==> config.mk <==
export PLATFORM = sky130hd
export DESIGN_NAME = audio_sample_format_converter_flat
export DESIGN_NICKNAME = d
export VERILOG_FILES = /design/src/design/asfc_pkg.sv /design/src/design/asfc_if.sv /design/src/design/audio_sample_format_converter.sv /design/src/design/asfc_core.sv /design/src/flat_wrapper.sv
export SDC_FILE = /design/constraint.sdc
export NUM_CORES = 2
export LEC_CHECK = 0
export ABC_AREA = 1
export BUFFER_PORTS_ARGS = -buffer_cell sky130_fd_sc_hd__buf_2
export CAP_MARGIN = 20
export CORE_ASPECT_RATIO = 0.7
export CORE_UTILIZATION = 59
export DETAILED_ROUTE_END_ITERATION = 6
export PLACE_DENSITY = 0.79
export SKIP_CTS_REPAIR_TIMING = 1
export SYNTH_ARGS = -nofsm -noshare
export SYNTH_HDL_FRONTEND = slang
export SYNTH_HIERARCHICAL = 1
export SYNTH_SLANG_ARGS = --single-unit
==> constraint.sdc <==
create_clock -name clk -period 9 [get_ports clk]
set_input_delay 0.9 -clock clk [delete_from_list [all_inputs] [get_ports clk]]
set_output_delay 0.9 -clock clk [all_outputs]
set_load 0.1 [all_outputs]
==> src/design/asfc_pkg.sv <==
// Shared types, register indexes and conversion constants of the sample format converter.
package asfc_pkg;

    localparam int WORD_W = 32;

    // Register indexes of the configuration port
    localparam logic [1:0] REG_SOURCE_IS_FLOAT = 2'd0;
    localparam logic [1:0] REG_SOURCE_BITS     = 2'd1;
    localparam logic [1:0] REG_OUTPUT_FORMAT   = 2'd2;

    // Output format codes; the unused code behaves as float32
    localparam logic [1:0] FMT_S16 = 2'd0;
    localparam logic [1:0] FMT_S32 = 2'd1;
    localparam logic [1:0] FMT_F32 = 2'd2;

    localparam logic [5:0] DEFAULT_BITS = 6'd16;
    localparam logic [5:0] S16_BITS     = 6'd16;
    localparam logic [5:0] S32_BITS     = 6'd32;

    localparam logic [30:0] K16 = 31'd32767;
    localparam logic [30:0] K32 = 31'h7FFF_FFFF;

    localparam logic signed [63:0] S16_HI = 64'sd32767;
    localparam logic signed [63:0] S16_LO = -64'sd32768;
    localparam logic signed [63:0] S32_HI = 64'sd2147483647;
    localparam logic signed [63:0] S32_LO = -64'sd2147483648;

    localparam logic [31:0] S16_MAX_W = 32'h0000_7FFF;
    localparam logic [31:0] S16_MIN_W = 32'hFFFF_8000;
    localparam logic [31:0] S32_MAX_W = 32'h7FFF_FFFF;
    localparam logic [31:0] S32_MIN_W = 32'h8000_0000;

    localparam logic [30:0] F32_ONE_MAG = 31'h3F80_0000;
    localparam logic [31:0] F32_POS_MAX = 32'h3F7F_FFFF;
    localparam logic [31:0] F32_NEG_ONE = 32'hBF80_0000;

    typedef struct packed {
        logic       source_is_float;
        logic [5:0] source_bits;
        logic [1:0] output_format;
    } cfg_t;

    // Per-stage load enables from the flow control to the datapath
    typedef struct packed {
        logic [3:0] load;
    } adv_t;

endpackage

==> src/design/asfc_if.sv <==
// Channel interfaces of the sample format converter: input samples, results, configuration.
interface asfc_in_if;
    logic        valid;
    logic        ready;
    logic [31:0] sample_word;

    modport source (output valid, output sample_word, input ready);
    modport sink   (input valid, input sample_word, output ready);
endinterface

interface asfc_out_if;
    logic        valid;
    logic        ready;
    logic [31:0] out_word;

    modport source (output valid, output out_word, input ready);
    modport sink   (input valid, input out_word, output ready);
endinterface

interface asfc_cfg_if;
    logic        valid;
    logic        ready;
    logic [1:0]  index;
    logic [31:0] data;

    modport source (output valid, output index, output data, input ready);
    modport sink   (input valid, input index, input data, output ready);
endinterface

==> src/design/audio_sample_format_converter.sv <==
// Top level of the sample format converter: configuration registers and pipeline flow control.
//
//  channel  modport  payload              purpose
//  src      sink     sample_word[31:0]    raw sample, integer or float32 bits
//  dst      source   out_word[31:0]       converted sample
//  cfg      sink     index[1:0], data     register write, always ready
//
// Each sample passes the stages below in order to its result; one sample per cycle sustained while dst.ready holds.
// The stages are multiply, product rounding, alignment shift and final rounding with select.
// Each stage holds while the next one is full and stalled, so a bubble is filled at once.
// Reset clears the valid bits and the registers (integer source, bit count 0 meaning 16, S16 output).
module audio_sample_format_converter
    import asfc_pkg::*;
(
    input  logic              clk,
    input  logic              rst_n,
    asfc_in_if.sink           src,
    asfc_out_if.source        dst,
    asfc_cfg_if.sink          cfg
);

    cfg_t       cfg_reg;
    logic [3:0] valid_reg;
    logic [3:0] valid_next;
    logic [3:0] stage_ready;
    adv_t       adv;

    assign cfg.ready = 1'b1;

    always_ff @(posedge clk or negedge rst_n)
    begin
        if (!rst_n)
            cfg_reg <= '0;
        else if (cfg.valid)
        begin
            case (cfg.index)
                REG_SOURCE_IS_FLOAT: cfg_reg.source_is_float <= cfg.data[0];
                REG_SOURCE_BITS:     cfg_reg.source_bits     <= cfg.data[5:0];
                REG_OUTPUT_FORMAT:   cfg_reg.output_format   <= cfg.data[1:0];
                default:             cfg_reg                 <= cfg_reg;
            endcase
        end
    end

    // A stage can take a transaction when empty or when its content moves on
    assign stage_ready[3] = !valid_reg[3] || dst.ready;
    assign stage_ready[2] = !valid_reg[2] || stage_ready[3];
    assign stage_ready[1] = !valid_reg[1] || stage_ready[2];
    assign stage_ready[0] = !valid_reg[0] || stage_ready[1];

    assign adv.load[0] = src.valid && stage_ready[0];
    assign adv.load[1] = valid_reg[0] && stage_ready[1];
    assign adv.load[2] = valid_reg[1] && stage_ready[2];
    assign adv.load[3] = valid_reg[2] && stage_ready[3];

    assign valid_next[0] = adv.load[0] || (valid_reg[0] && !adv.load[1]);
    assign valid_next[1] = adv.load[1] || (valid_reg[1] && !adv.load[2]);
    assign valid_next[2] = adv.load[2] || (valid_reg[2] && !adv.load[3]);
    assign valid_next[3] = adv.load[3] || (valid_reg[3] && !dst.ready);

    always_ff @(posedge clk or negedge rst_n)
    begin
        if (!rst_n)
            valid_reg <= 4'd0;
        else
            valid_reg <= valid_next;
    end

    assign src.ready = stage_ready[0];
    assign dst.valid = valid_reg[3];

    asfc_core u_core
    (
        .clk         (clk),
        .cfg         (cfg_reg),
        .ctl         (adv),
        .sample_word (src.sample_word),
        .out_word    (dst.out_word)
    );

endmodule

==> src/design/asfc_core.sv <==
// Four-stage conversion datapath: decode and multiply, round, align, final round and select.
module asfc_core
    import asfc_pkg::*;
(
    input  logic        clk,
    input  cfg_t        cfg,
    input  adv_t        ctl,
    input  logic [31:0] sample_word,
    output logic [31:0] out_word
);

    // Normalise a 32-bit magnitude in five halving steps
    function automatic logic [36:0] norm32(input logic [31:0] m_in);
        logic [31:0] m;
        logic [4:0]  lz;
        m  = m_in;
        lz = 5'd0;
        if (m[31:16] == 16'd0) begin m = m << 16; lz[4] = 1'b1; end
        if (m[31:24] == 8'd0)  begin m = m << 8;  lz[3] = 1'b1; end
        if (m[31:28] == 4'd0)  begin m = m << 4;  lz[2] = 1'b1; end
        if (m[31:30] == 2'd0)  begin m = m << 2;  lz[1] = 1'b1; end
        if (m[31] == 1'b0)     begin m = m << 1;  lz[0] = 1'b1; end
        return {lz, m};
    endfunction

    logic       fmt_s16;
    logic       to_int;
    logic [5:0] eff_bits;

    assign fmt_s16  = (cfg.output_format == FMT_S16);
    assign to_int   = fmt_s16 || (cfg.output_format == FMT_S32);
    assign eff_bits = (cfg.source_bits == 6'd0) ? DEFAULT_BITS : cfg.source_bits;

    // ---------------- stage 1: decode, multiply, integer shift
    logic [23:0]        mant24;
    logic [30:0]        scale_k;
    logic [8:0]         sh_full;
    logic [5:0]         tgt;
    logic [5:0]         rdiff;
    logic [4:0]         lsh;
    logic [4:0]         rsh;
    logic signed [63:0] ext;
    logic [54:0]        prod_next;
    logic [5:0]         sh_next;
    logic signed [63:0] v_next;
    logic [31:0]        mag_next;

    logic [31:0]        s1_word_reg;
    logic [54:0]        s1_prod_reg;
    logic [5:0]         s1_sh_reg;
    logic signed [63:0] s1_v_reg;
    logic [31:0]        s1_mag_reg;

    assign mant24    = {1'b1, sample_word[22:0]};
    assign scale_k   = fmt_s16 ? K16 : K32;
    assign prod_next = 55'(mant24) * 55'(scale_k);
    assign sh_full   = 9'd150 - {1'b0, sample_word[30:23]};
    assign sh_next   = (sh_full > 9'd63) ? 6'd63 : sh_full[5:0];

    assign tgt   = fmt_s16 ? S16_BITS : S32_BITS;
    assign rdiff = eff_bits - tgt;
    assign lsh   = (eff_bits < tgt) ? 5'(tgt - eff_bits) : 5'd0;
    assign rsh   = (eff_bits > tgt) ? ((rdiff > 6'd31) ? 5'd31 : rdiff[4:0]) : 5'd0;
    assign ext   = 64'(signed'(sample_word));
    assign v_next   = (ext <<< lsh) >>> rsh;
    assign mag_next = sample_word[31] ? (~sample_word + 32'd1) : sample_word;

    always_ff @(posedge clk)
    begin
        if (ctl.load[0])
        begin
            s1_word_reg <= sample_word;
            s1_prod_reg <= prod_next;
            s1_sh_reg   <= sh_next;
            s1_v_reg    <= v_next;
            s1_mag_reg  <= mag_next;
        end
    end

    // ---------------- stage 2: round product, saturate integer, normalise magnitude
    logic [5:0]  lp;
    logic [54:0] q;
    logic [54:0] gbits;
    logic [54:0] pmask;
    logic        p_inc;
    logic [55:0] pr_next;
    logic [31:0] ires_next;
    logic [36:0] nz;

    logic [31:0] s2_word_reg;
    logic [55:0] s2_pr_reg;
    logic [5:0]  s2_sh_reg;
    logic [31:0] s2_ires_reg;
    logic [31:0] s2_norm_reg;
    logic [4:0]  s2_lz_reg;

    always_comb
    begin
        if (fmt_s16)
            lp = s1_prod_reg[38] ? 6'd15 : 6'd14;
        else
            lp = s1_prod_reg[54] ? 6'd2 : 6'd1;
    end

    assign q       = s1_prod_reg >> lp;
    assign gbits   = s1_prod_reg >> (lp - 6'd1);
    assign pmask   = (55'd1 << (lp - 6'd1)) - 55'd1;
    assign p_inc   = gbits[0] & ((|(s1_prod_reg & pmask)) | q[0]);
    assign pr_next = (56'(q) + 56'(p_inc)) << lp;

    always_comb
    begin
        if (fmt_s16)
        begin
            if (s1_v_reg > S16_HI)
                ires_next = S16_MAX_W;
            else if (s1_v_reg < S16_LO)
                ires_next = S16_MIN_W;
            else
                ires_next = {{16{s1_v_reg[15]}}, s1_v_reg[15:0]};
        end
        else
        begin
            if (s1_v_reg > S32_HI)
                ires_next = S32_MAX_W;
            else if (s1_v_reg < S32_LO)
                ires_next = S32_MIN_W;
            else
                ires_next = s1_v_reg[31:0];
        end
    end

    assign nz = norm32(s1_mag_reg);

    always_ff @(posedge clk)
    begin
        if (ctl.load[1])
        begin
            s2_word_reg <= s1_word_reg;
            s2_pr_reg   <= pr_next;
            s2_sh_reg   <= s1_sh_reg;
            s2_ires_reg <= ires_next;
            s2_norm_reg <= nz[31:0];
            s2_lz_reg   <= nz[36:32];
        end
    end

    // ---------------- stage 3: align product to the integer point, round int to float
    logic [63:0] pe;
    logic [63:0] n_full;
    logic [63:0] hs;
    logic [63:0] amask;
    logic [8:0]  e9;
    logic        f_inc;
    logic [30:0] fmag;
    logic [31:0] fres_next;

    logic [31:0] s3_word_reg;
    logic [31:0] s3_n_reg;
    logic        s3_half_reg;
    logic        s3_st_reg;
    logic [31:0] s3_ires_reg;
    logic [31:0] s3_fres_reg;

    assign pe     = 64'(s2_pr_reg);
    assign n_full = pe >> s2_sh_reg;
    assign hs     = pe >> (s2_sh_reg - 6'd1);
    assign amask  = (64'd1 << (s2_sh_reg - 6'd1)) - 64'd1;

    assign e9    = 9'd159 - 9'(s2_lz_reg) - 9'(eff_bits);
    assign f_inc = s2_norm_reg[7] & ((|s2_norm_reg[6:0]) | s2_norm_reg[8]);
    assign fmag  = {e9[7:0], s2_norm_reg[30:8]} + 31'(f_inc);

    always_comb
    begin
        if (!s2_norm_reg[31])
            fres_next = 32'd0;
        else if (fmag >= F32_ONE_MAG)
            fres_next = s2_word_reg[31] ? F32_NEG_ONE : F32_POS_MAX;
        else
            fres_next = {s2_word_reg[31], fmag};
    end

    always_ff @(posedge clk)
    begin
        if (ctl.load[2])
        begin
            s3_word_reg <= s2_word_reg;
            s3_n_reg    <= n_full[31:0];
            s3_half_reg <= hs[0];
            s3_st_reg   <= |(pe & amask);
            s3_ires_reg <= s2_ires_reg;
            s3_fres_reg <= fres_next;
        end
    end

    // ---------------- stage 4: final rounding, special cases, format select
    logic        f_nan;
    logic        f_big;
    logic        f_tiny;
    logic        n_inc;
    logic [31:0] n_rnd;
    logic [31:0] fint;
    logic [31:0] out_next;
    logic [31:0] out_word_reg;

    assign f_nan  = (&s3_word_reg[30:23]) && (|s3_word_reg[22:0]);
    assign f_big  = (s3_word_reg[30:23] >= 8'd127);
    assign f_tiny = (s3_word_reg[30:23] == 8'd0);
    // half to even for 16-bit, half away from zero for 32-bit
    assign n_inc  = fmt_s16 ? (s3_half_reg & (s3_st_reg | s3_n_reg[0])) : s3_half_reg;
    assign n_rnd  = s3_n_reg + 32'(n_inc);

    always_comb
    begin
        if (f_nan || f_tiny)
            fint = 32'd0;
        else if (f_big)
        begin
            if (s3_word_reg[31])
                fint = fmt_s16 ? S16_MIN_W : S32_MIN_W;
            else
                fint = fmt_s16 ? S16_MAX_W : S32_MAX_W;
        end
        else
            fint = s3_word_reg[31] ? (~n_rnd + 32'd1) : n_rnd;
    end

    always_comb
    begin
        if (cfg.source_is_float)
            out_next = to_int ? fint : s3_word_reg;
        else
            out_next = to_int ? s3_ires_reg : s3_fres_reg;
    end

    always_ff @(posedge clk)
    begin
        if (ctl.load[3])
            out_word_reg <= out_next;
    end

    assign out_word = out_word_reg;

endmodule

==> src/flat_wrapper.sv <==
// flat-port wrapper written by rule: the top's interface ports become plain ports
module audio_sample_format_converter_flat import asfc_pkg::*;
  (clk, rst_n, src_valid, src_sample_word, src_ready, dst_valid, dst_out_word, dst_ready, cfg_valid, cfg_index, cfg_data, cfg_ready);
  asfc_in_if src_i ();
  asfc_out_if dst_i ();
  asfc_cfg_if cfg_i ();
  input  logic clk;
  input  logic rst_n;
  input wire logic [$bits(src_i.valid)-1:0] src_valid;
  input wire logic [$bits(src_i.sample_word)-1:0] src_sample_word;
  output wire logic [$bits(src_i.ready)-1:0] src_ready;
  output wire logic [$bits(dst_i.valid)-1:0] dst_valid;
  output wire logic [$bits(dst_i.out_word)-1:0] dst_out_word;
  input wire logic [$bits(dst_i.ready)-1:0] dst_ready;
  input wire logic [$bits(cfg_i.valid)-1:0] cfg_valid;
  input wire logic [$bits(cfg_i.index)-1:0] cfg_index;
  input wire logic [$bits(cfg_i.data)-1:0] cfg_data;
  output wire logic [$bits(cfg_i.ready)-1:0] cfg_ready;
  assign src_i.valid = src_valid;
  assign src_i.sample_word = src_sample_word;
  assign src_ready = src_i.ready;
  assign dst_valid = dst_i.valid;
  assign dst_out_word = dst_i.out_word;
  assign dst_i.ready = dst_ready;
  assign cfg_i.valid = cfg_valid;
  assign cfg_i.index = cfg_index;
  assign cfg_i.data = cfg_data;
  assign cfg_ready = cfg_i.ready;
  audio_sample_format_converter u_core (.clk(clk), .rst_n(rst_n), .src(src_i), .dst(dst_i), .cfg(cfg_i));
endmodule
Yosys cells after proc, flatten, opt, wreduce, memory -nomap -nowiden
Cells that the tools add are included.

Bits in registers: 527. Input port bits: 71.

Add/subtract/negate cells: 14. $mul: 1. Order comparisons: 10. Eq/ne operators: 3. Shift operators: 9. Muxes and demuxes: 37. Bitwise logic cells: 10. Reduce and logical (&&, ||, !) cells: 43.

Operator list (number): $mux 32 (18); $mux 31 (5); $add 32x1->32 const B (2); $and 56x64->64 (1); $gt 64x16->1 const B (1); $gt 64x32->1 const B (1); $lt 64x16->1 const B (1); $lt 64x32->1 const B (1); $not 32->32 (2); $reduce_or 64->1 (1); $shl 1x6->64 const A (1); $sshl 32x5->64 (1); $sshr 64x5->64 (1); $sub 64x1->64 const B (1); $add 55x1->56 (1); $shl 56x6->56 (1); $shr 56x6->1 (1); $shr 56x6->32 (1); $and 55x55->55 (1); $mul 24x31->55 (1); $reduce_or 55->1 (1); $shl 1x6->55 const A (1); $shr 55x6->1 (1); $shr 55x6->55 (1); 36 further kinds (80).

Longest topological paths before layout
Word-level depth: 11. Depth in mapped cells: 36. Mapped depth without buffers: 31.

Modules after synthesis
Netlist, hierarchy kept.

Modules (own cells, without submodules): asfc_core (times used 1, cells each 7383, area an instance 53333.7 µm², sequential area each 15314.7 µm²); audio_sample_format_converter (times used 1, cells each 66, area an instance 588.1 µm², sequential area each 325.3 µm²).

Worst setup path before layout
No wires, ideal clock.

Kind: input port to flip-flop. From: in dst_ready. To: reg u_core.u_core.s1_mag_reg[10], enable pin. Arrival: 8.827 ns. Data required time: 8.266 ns. Path slack: -0.561 ns. Stages: 4. Path buffers: 0. Cells stage by stage: inv_1 > nand4_1 > nor2_1 > nor2_1.

RTL lines: start, declared (RTL line flat_wrapper.sv:14) `input wire logic [$bits(dst_i.ready)-1:0] dst_ready;`; end signal, assigned (RTL line asfc_core.sv:76) `s1_mag_reg <= mag_next;`; end, declared (RTL line asfc_core.sv:52) `logic [31:0] s1_mag_reg;`.

Worst setup path after layout
From: reg u_core/cfg_reg[1] (netlist bit). To: reg u_core.u_core.s1_prod_reg[50], data pin.

Longest elaborated chain between the ends: 3.

RTL lines: start, declared (RTL line audio_sample_format_converter.sv:22) `cfg_t cfg_reg;`; start signal, assigned (RTL line audio_sample_format_converter.sv:40) `default: cfg_reg <= cfg_reg;`; $logic_not 2->1 (RTL line asfc_core.sv:30) `assign fmt_s16 = (cfg.output_format == FMT_S16);`; $mux 31 (RTL line asfc_core.sv:55) `assign scale_k = fmt_s16 ? K16 : K32;`; $mul 24x31->55 (RTL line asfc_core.sv:56) `assign prod_next = 55'(mant24) * 55'(scale_k);`; named net u_core.u_core.prod_next[50] (RTL line asfc_core.sv:43) `logic [54:0] prod_next;`; end signal, assigned (RTL line asfc_core.sv:73) `s1_prod_reg <= prod_next;`; end, declared (RTL line asfc_core.sv:49) `logic [54:0] s1_prod_reg;`.

The timed path passes the listed nets, and every way through them passes these cells. A chain may end at the register's enable or synchronous reset.

==> key figures <==
Critical path
  • Data arrival, critical path: approximately 8.8 ns
  • Reg2reg end: u_core/u_core/s1_prod_reg[50]$_DFFE_PP_
  • Startpoint types: flop
  • R2r startpoint: u_core/cfg_reg[1]$_DFFE_PN0P_
  • Critical Path End Type: flop
  • Crit path max fanout: 32
  • Worst reg2reg setup slack: 0.58 ns
  • WS Path Type: reg -> reg
  • Reg2Reg Depth: 24
  • WP data required: 9.36 ns

Route
  • Detail-routed via count per cell: 6.08
  • ANT nets after route: 0
  • Routed len/inst: between 20 and 25 µm
  • Drc violations: 4
  • DR vias: 52495
  • Drt total wl: 188000 µm
  • Drt first pass iters: 7
  • Initial DRC count: slightly below 9000

Logic synthesis
  • FF+latch count, synth: 523
  • YS warnings: 6
  • Leading area contributor after synthesis: edfxtp_1
  • EDFF count, synth: 510
  • Main flop type after synthesis: edfxtp_1
  • Synth unique cells: 71
  • Ys async rst share: 2.49%
  • Synthesized instance count: 7449
  • Synthesized area: 53900 µm²
  • Top-area cell type share of the netlist area: 28.4%
  • Top cells by area, synth: edfxtp_1, nand2_1, fa_1, nand3_1, inv_1
  • Mean Syn Cell Area: slightly above 7 µm²
  • Sequential fraction of the synthesis area: about 29%

Clocking
  • TritonCTS clock tree: done
  • Sinks on Clock Net: 523
  • Number of H-tree levels: 2
  • Max Buffers Root-to-Sink: 3
  • TritonCTS Buffers: 52
  • Worst skew pair latency: 0.65 ns
  • Root cell of the clock tree: clkbuf_16
  • Register clock-pin slew on the reported worst setup and hold paths: 0.06 ns

STA
  • Final Critical Period: about 8.4 ns
  • Pins Over Slew Limit: 0
  • Max_slew headroom: 23.8%
  • Fin Setup TNS: 0 ns
  • Setup violations, final: 0
  • Final setup skew: around 0.046 ns
  • Slew of the pin with the lowest slew margin: 1.13 ns
  • Final Hold Vio Count: 0
  • Crit share post-route: 93.6%
  • RSZ-0062 raised after global routing: no
  • Max Freq: 0.119 GHz

Finish
  • Share of post-route cells with drive strength above 1: 5.81%
  • Most frequent cells in the layout: nand2_1, inv_1, nand3_1
  • Final nets: roughly 8000
  • Design area: 57000 µm²
  • Commonest non-fill, non-tap cell in the layout: nand2_1
  • Area grow syn2layout: 5.63%
  • Fin util: between 60% and 70%
  • Filler cell count: 8188
  • Max reg flops: 63

Outcome
  • Violated checks: design-rule violations
  • Status: complete, but fails checks

Global route
  • First-pass GRT wire length: 280000 µm
  • GRT Residual Overflow: 0
  • Initial antenna violation count: 7
  • Gr usage total: approximately two fifths
  • Largest net degree at the start of global routing: 179
  • Vias in the first global route: approximately 47000

Hold path
  • Hold/Removal Path Class: in -> async

Placed design
  • Port Buffer Count: 78
  • Global placement routability congestion: between 1 and 1.5
  • Post-DP HPWL: 151000 µm
  • Cell Area, Placed: 55200 µm²

Die
  • Die area: 92600 µm²
  • Width of the chip: roughly 360 µm
  • Initial Utilization: ~60%
  • Die height: 255 µm
  • IO Pins: 106
  • # rows: 92
  • Total core area: about 90000 µm²

Job
  • Max Cap Violations: 0
## cell type report
cell class / instances / area [µm²] / area share, %
flip-flops and latches: 523 / 15600 / 27.5
repair buffers: 157 / 1010 / 1.77
clock buffers: 62 / 1340 / 2.35
multi-input cells: 5570 / 33000 / 58.0
well taps: 1222 / 1530 / 2.68
inverters: 1068 / 4020 / 7.06
clock inverters: 35 / 370 / 0.650
diodes: 4 / 10.0 / 0.0176
## synth_stat cells, types with 20 or more instances
master and n:
nand2_1 2028, inv_1 1032, nand3_1 966, nor2_1 605, edfxtp_1 510, o21ai_0 383, fa_1 313, ha_1 242
a21oi_1 203, nand4_1 161, clkbuf_1 158, xor2_1 111, buf_2 57, nor3_1 57, buf_1 52, a31oi_1 48
nor2_2 46, xnor2_1 44, o21ai_1 40, o211ai_1 34, nand2_2 30, inv_2 25, nor4_1 24, or2_2 22
mux2i_1 21, nor2_4 20
## how the worst max path moves through the flow
stage / start / to / slack, ns / depth (start not counted)
after floorplan: u_core/cfg_reg[1]$_DFFE_PN0P_ / u_core/u_core/s1_prod_reg[51]$_DFFE_PP_ / 0.60 / 33
after global placement: src_sample_word[9] / u_core/u_core/s1_prod_reg[50]$_DFFE_PP_ / 0.62 / 28
after detailed placement: src_sample_word[9] / u_core/u_core/s1_prod_reg[50]$_DFFE_PP_ / 0.57 / 25
after CTS: u_core/cfg_reg[1]$_DFFE_PN0P_ / u_core/u_core/s1_prod_reg[47]$_DFFE_PP_ / 0.72 / 25
after global routing: u_core/cfg_reg[0]$_DFFE_PN0P_ / u_core/u_core/s1_prod_reg[50]$_DFFE_PP_ / 0.22 / 24
final: u_core/cfg_reg[1]$_DFFE_PN0P_ / u_core/u_core/s1_prod_reg[50]$_DFFE_PP_ / 0.58 / 24
## routing by layer
layer	track usage [%]	routed length [µm]	vias up
met2	51.3	71000	3523
met3	16.5	31800	265
li1	-	-	24194
met5	0	38	-
met4	7.53	3580	6
met1	61.4	81900	24507
## logic make-up after synthesis
| logic type | Yosys count | synth area share, % |
|---|---|---|
| adder cells (fa/ha/maj) | 557 | 17.3 |
| multiplexers | 21 | 0.390 |
| AO/OA/AOI/OAI | 813 | 8.38 |
| flip-flops | 523 | 29.0 |
| AND/OR/NAND/NOR | 4020 | 32.6 |
| XOR/XNOR | 155 | 2.52 |
| other | 2 | 0.0139 |
| buffers and inverters | 1358 | 9.83 |
## worst max-delay path: stages (launching register included)
cell and delay [ns]:
dfrtp_2 0.44, nor2_8 0.51, nor2_1 0.26, fa_1 0.76, inv_1 0.14, fa_1 0.74
inv_1 0.24, fa_1 0.56, fa_1 0.58, fa_1 0.44, fa_1 0.56, inv_1 0.06
fa_1 0.53, inv_1 0.04, ha_1 0.36, nand2_1 0.13, nor2_1 0.17, inv_1 0.09
nor2_1 0.17, nand4_1 0.11, o21ai_0 0.55, a21o_1 0.27, a21oi_1 0.12, o21bai_1 0.17
xor2_1 0.08
## metrics by stage
step / hold WS [ns] / setup WS (ns) / instances
2_1_floorplan: 0.400 / 0.605 / 7451
3_3_place_gp: 0.401 / 0.623 / 8539
3_5_place_dp: 0.405 / 0.571 / 8539
4_1_cts: 0.187 / 0.719 / 8636
5_1_grt: 0.220 / 0.216 / 8640
6_report: 0.206 / 0.578 / 8641
Power is not shown: default switching activity piles up to over one toggle a cycle in this logic, so the estimate is an artifact.
